==> src/hw/rtl/bdrs_fifo.sv <==
module bdrs_fifo #(
  parameter int unsigned Width = 8,
  parameter int unsigned Depth = 2
) (
  input  logic             clk_i,
  input  logic             rst_ni,
  input  logic             push_i,
  input  logic [Width-1:0] data_i,
  output logic             full_o,
  input  logic             pop_i,
  output logic [Width-1:0] data_o,
  output logic             empty_o
);
  localparam int unsigned AW = (Depth > 1) ? $clog2(Depth) : 1;

  logic [Width-1:0] mem_q [Depth];
  logic [AW-1:0]    wr_q, rd_q;
  logic [AW:0]      cnt_q;
  logic             do_push, do_pop;

  assign full_o  = (cnt_q == (AW+1)'(Depth));
  assign empty_o = (cnt_q == '0);
  assign do_push = push_i && !full_o;
  assign do_pop  = pop_i && !empty_o;
  assign data_o  = mem_q[rd_q];

  always_ff @(posedge clk_i) begin
    if (do_push) begin
      mem_q[wr_q] <= data_i;
    end
  end

  always_ff @(posedge clk_i or negedge rst_ni) begin
    if (!rst_ni) begin
      wr_q  <= '0;
      rd_q  <= '0;
      cnt_q <= '0;
    end else begin
      if (do_push) begin
        wr_q <= (wr_q == AW'(Depth-1)) ? '0 : wr_q + 1'b1;
      end
      if (do_pop) begin
        rd_q <= (rd_q == AW'(Depth-1)) ? '0 : rd_q + 1'b1;
      end
      cnt_q <= cnt_q + (AW+1)'(do_push) - (AW+1)'(do_pop);
    end
  end
endmodule

==> config.mk <==
export PLATFORM = sky130hd
export DESIGN_NAME = bdrs_fifo
export DESIGN_NICKNAME = d
export VERILOG_FILES = /design/src/hw/rtl/bdrs_fifo.sv
export SDC_FILE = /design/constraint.sdc
export NUM_CORES = 1
export LEC_CHECK = 0
export ABC_AREA = 1
export ABC_CLOCK_PERIOD_IN_PS = 1500
export BUFFER_PORTS_ARGS = -buffer_cell sky130_fd_sc_hd__buf_4
export CAP_MARGIN = 20
export CORE_UTILIZATION = 49
export CTS_CLUSTER_DIAMETER = 150
export DETAILED_ROUTE_END_ITERATION = 16
export MAX_ROUTING_LAYER = met4
export PLACE_DENSITY = 0.72
export SKIP_CTS_REPAIR_TIMING = 1
export SLEW_MARGIN = 20
export SYNTH_ARGS = -nofsm -noshare
export SYNTH_HDL_FRONTEND = slang
export SYNTH_SLANG_ARGS = --single-unit
==> constraint.sdc <==
create_clock -name clk_i -period 1.5 [get_ports clk_i]
set_input_delay 0.375 -clock clk_i [delete_from_list [all_inputs] [get_ports clk_i]]
set_output_delay 0.375 -clock clk_i [all_outputs]
set_load 0.01 [all_outputs]
* Yosys cells after proc, flatten, opt, wreduce, memory -nomap -nowiden *
Memory sizes are Yosys's and may differ from the RTL's.
Index checks and enable logic that the tools add are counted.

storage, ports and cells
  register bits after elaboration = 4
  memory bits (writable) = 16
  input port bits = 12
  output and inout port bits = 10
  word-level logic and storage cells = 18
  memories = 1

operators by class
  $add $sub $neg = 4
  equality and inequality tests = 1
  muxes and demuxes = 4
  reduce and logical (&&, ||, !) cells = 5

memories
  memory  words  width  read ports  clocked after memory_dff  write ports  RTL line  text
  mem_q   2      8      1           0                         1            16        logic [Width-1:0] mem_q [Depth];

operators by type and width
  kind                   count
  $mux W1                4
  $add A1 B1 Y1 const B  2
  $add A2 B1 Y2          1
  $eq A2 B2 Y1 const B   1
  $logic_and A1 B1 Y1    2
  $logic_not A1 Y1       2
  $logic_not A2 Y1       1
  $sub A2 B1 Y2          1

* Logic depth before layout (Yosys ltp) *
  word-level depth = 5
  depth in mapped cells = 10
  mapped depth without buffers = 10

* Worst setup path before layout *
Ideal clock, no wire load.

  kind = register to register
  start = register cnt_q[1]
  end = register cnt_q[1]
  setup time = 0.116 ns
  arrival = 1.187 ns
  required time = 1.384 ns
  setup slack = 0.196 ns
  cell stages (with the launch flop) = 11
  buffers on the path = 0
  clock period less this slack = 1.304 ns
  cell sequence = dfrtp_1 inv_1 nand2_2 nand2_1 inv_1 ha_1 inv_1 ha_1 inv_1 nand2_1 nand2_1

on the way
  elaborated cells on any way between the ends = 8
  those cells by class = add/sub: 2; eq/ne: 1; reduce/logical: 5

RTL lines
  element                 RTL line  text
  from (decl)             18        logic [AW:0] cnt_q;
  from (signal assigned)  45        cnt_q <= cnt_q + (AW+1)'(do_push) - (AW+1)'(do_pop);
  $logic_not A2 Y1        22        assign empty_o = (cnt_q == '0);
  $logic_not A1 Y1        24        assign do_pop = pop_i && !empty_o;
  $logic_and A1 B1 Y1     24
  net do_pop              19        logic do_push, do_pop;
  $sub A2 B1 Y2           45

The timed path passes the listed nets, and every way through them passes these cells.
A chain may end at the register's enable or synchronous reset.

* Worst setup path in the final report *
  start = register rd_q
  end = output data_o[7]

on the way
  cells in the longest elaborated chain, start to end = 1

RTL lines
  element                 RTL line  text
  from (decl)             17        logic [AW-1:0] wr_q, rd_q;
  from (signal assigned)  43        rd_q <= (rd_q == AW'(Depth-1)) ? '0 : rd_q + 1'b1;
  $mem_v2 Z2 W8           -
  to (decl)               11        output logic [Width-1:0] data_o,

No other way between the ends.

==> results.md <==
- Chip height: 43.0 um
- Placer Congestion: 0.840
- PortBufs: 21
- Initial antenna violation count: 0
- Top-area cell type share of the netlist area: 58.4%
- Wire per inst: 13.0 um
- Worst min path class: input pin to flop
- CP required: 1120 ps
- Synth area leaders: edfxtp_1, nand2_1, dfrtp_1
- RSZ-0062 raised after global routing: yes
- Post-synth top cells: nand2_1, edfxtp_1, inv_1
- Area grow syn2layout: 40.4%
- Final instance area: 1160 um^2
- Syn Nets: 89
- Total GRT Usage: 17.3%
- Final setup violation count: 2
- Share of post-route cells with drive strength above 1: 48.5%
- CTS Buffer Depth: 2
- Register area share after synthesis: 70.5%
- Area leader, netlist: edfxtp_1
- VDD IR-drop max: 0.973 mV
- MaxCap Viol Count: 0
- Largest stage delay on the critical path: 460 ps
- Via density: 4.99
- Setup WS pre-CTS: 77.0 ps
- DIE AREA: 1850 um^2
- Die width: 43.0 um
- Later-pin clock latency in the skew report: 290 ps
- Initial core utilization: 53.4%
- Syn. warnings: 0
- Power per cell area: 1890 nW/um^2
- DRT Pass-1 Iters: 4
- Max Fclk: 662 MHz
- Reg-to-Reg Start: cnt_q[1]
- Grt total ovfl: 0
- CP max stage cell: dfrtp_2
- Leakage: 0.000562 uW
- Period utilization: 101%
- Status: finished, violations left
- #FFs+latches synth: 20
- Endpoints failing hold: 0
- Crit path kind: flop to output port
- Area of the multi-input gates: 255 um^2
- Failing checks: setup timing
- Mapped cell area: 823 um^2
- Root Buffer: clkbuf_4
- Avg Inst Size Synth: 11.0 um^2
- # clock sinks: 20
- Number of synthesized flops with an enable pin: 16
- Post-detailed-route count of antenna-violating nets: 0
- Worst Path Max Fanout: 8
- Total Wirelength: 1550 um
- First-pass GRT wire length: 2210 um
- Distinct cells, synth: 11
- CTS tree: yes
- Pin count of the biggest net entering global routing: 12
- Post-Synthesis Cells: 75
- HP Start: data_i[3]
- Crit-path cells: buf_12 > nand2_2 > nand2_2 > buf_6
- CP Data Arrival Time: 1140 ps
- Pins over their slew limit: 0
- Vias in the first global route: 564
- Fin Clk Skew: 1.92 ps
- Worst Setup End Kind: output port
- CTS Buf Count: 3
- Launch point of the worst path: rd_q
- Worst Tran Pin Value: 331 ps
- Fraction of registers with async set/reset: 20.0%
- Total negative slack: -18.4 ps
- Most frequent cell after synthesis: nand2_1
- DRC viols: 0
- Clock Pin Slew Worst Setup and Hold Paths: 110 ps
- Top Ports: 22
- Final worst slack: -10.4 ps
- Most used cell, CP: nand2_2
- Ys flop type: edfxtp_1
- CORE AREA: 1540 um^2
- Rows: 14
- Register area: 582 um^2
- Slew margin rel.: 77.9%
- DPL Wire Length: 1030 um
- Final net count: 118
- Filler instances: 121
- Minimum clock period: 1510 ps
- Vias: 594
- H-tree levels: 1
- Crit path launch type: flop
- DRT iter0 DRCs: 13
- Antenna Diode Count: 0
- Dpl cell area: 997 um^2
-- cells in the final DEF, fill, tap and decap left out, drive strengths merged --
cell type / synthesis / final
ha: 2 / 2
clkinv: 0 / 1
inv: 11 / 11
buf: 1 / 24
dlygate4sd3: 0 / 1
dfrtp: 4 / 4
nor2: 1 / 1
nand2: 37 / 37
edfxtp: 16 / 16
nand3: 3 / 3
clkbuf: 0 / 3
-- worst paths after layout --
check | end | slack (ps) | depth (start not counted)
setup / recovery | data_o[7] | -10 | 4
hold reg to reg | wr_q | 480 | 2
min in group asynchronous | cnt_q[0] | 400 | 2
setup reg to reg | cnt_q[1] | 90 | 10
max in group asynchronous | rd_q | 990 | 2
hold / removal | mem_q[1][3] | 260 | 1
-- flip-flops by register name (all words and copies together), names as in the netlist --
register	cells
rd_q	1
mem_q	16
cnt_q	2
wr_q	1
-- critical path: cells and delay by family (launching register included) --
kind | cells | cell delay, ps
and+or+nand+nor | 2 | 110
buffers and inverters | 2 | 270
DFF | 1 | 460
-- per-stage QoR --
| step | power, uW | util (%) | cells | hold WS, ps |
|---|---|---|---|---|
| 6_report | 2190 | 75.0 | 119 | 263 |
| 4_1_cts | 1900 | 66.4 | 116 | -148 |
| 2_1_floorplan | 1320 | - | 75 | 79.4 |
| 3_5_place_dp | 1650 | 64.7 | 112 | 176 |
| 5_1_grt | 2350 | 75.0 | 119 | 241 |
| 3_3_place_gp | 1610 | 64.7 | 112 | 175 |
-- layout make-up --
| type | count | area share [%] |
|---|---|---|
| clock inverters | 1 | 0.325 |
| flip-flops and latches | 20 | 50.3 |
| well taps | 16 | 1.73 |
| inverters | 11 | 3.79 |
| repair buffers | 25 | 19.8 |
| clock buffers | 3 | 1.95 |
| multi-input cells | 43 | 22.1 |
-- where the power goes --
| part | internal, uW | total, uW | switching [uW] |
|---|---|---|---|
| combinational | 507 | 1070 | 564 |
| clock | 96.6 | 252 | 155 |
| sequential | 776 | 865 | 89.5 |
-- kinds of logic after synthesis --
kind of cell  count (synthesis)  share of synthesized area (%)
flops                        20                           70.5
buf+inv                      12                           6.69
fa+ha+maj                     2                           3.04
simple gates                 41                           19.8
-- layer usage --
layer / track usage (%) / wire (um) / up-vias
met5: - / 0 / -
met2: 28.5 / 900 / 19
met1: 19.5 / 562 / 282
met3: 2.98 / 66 / 2
met4: 10.3 / 15 / 0
li1: - / - / 291
Note: power is estimated with default switching activity, not from simulation.
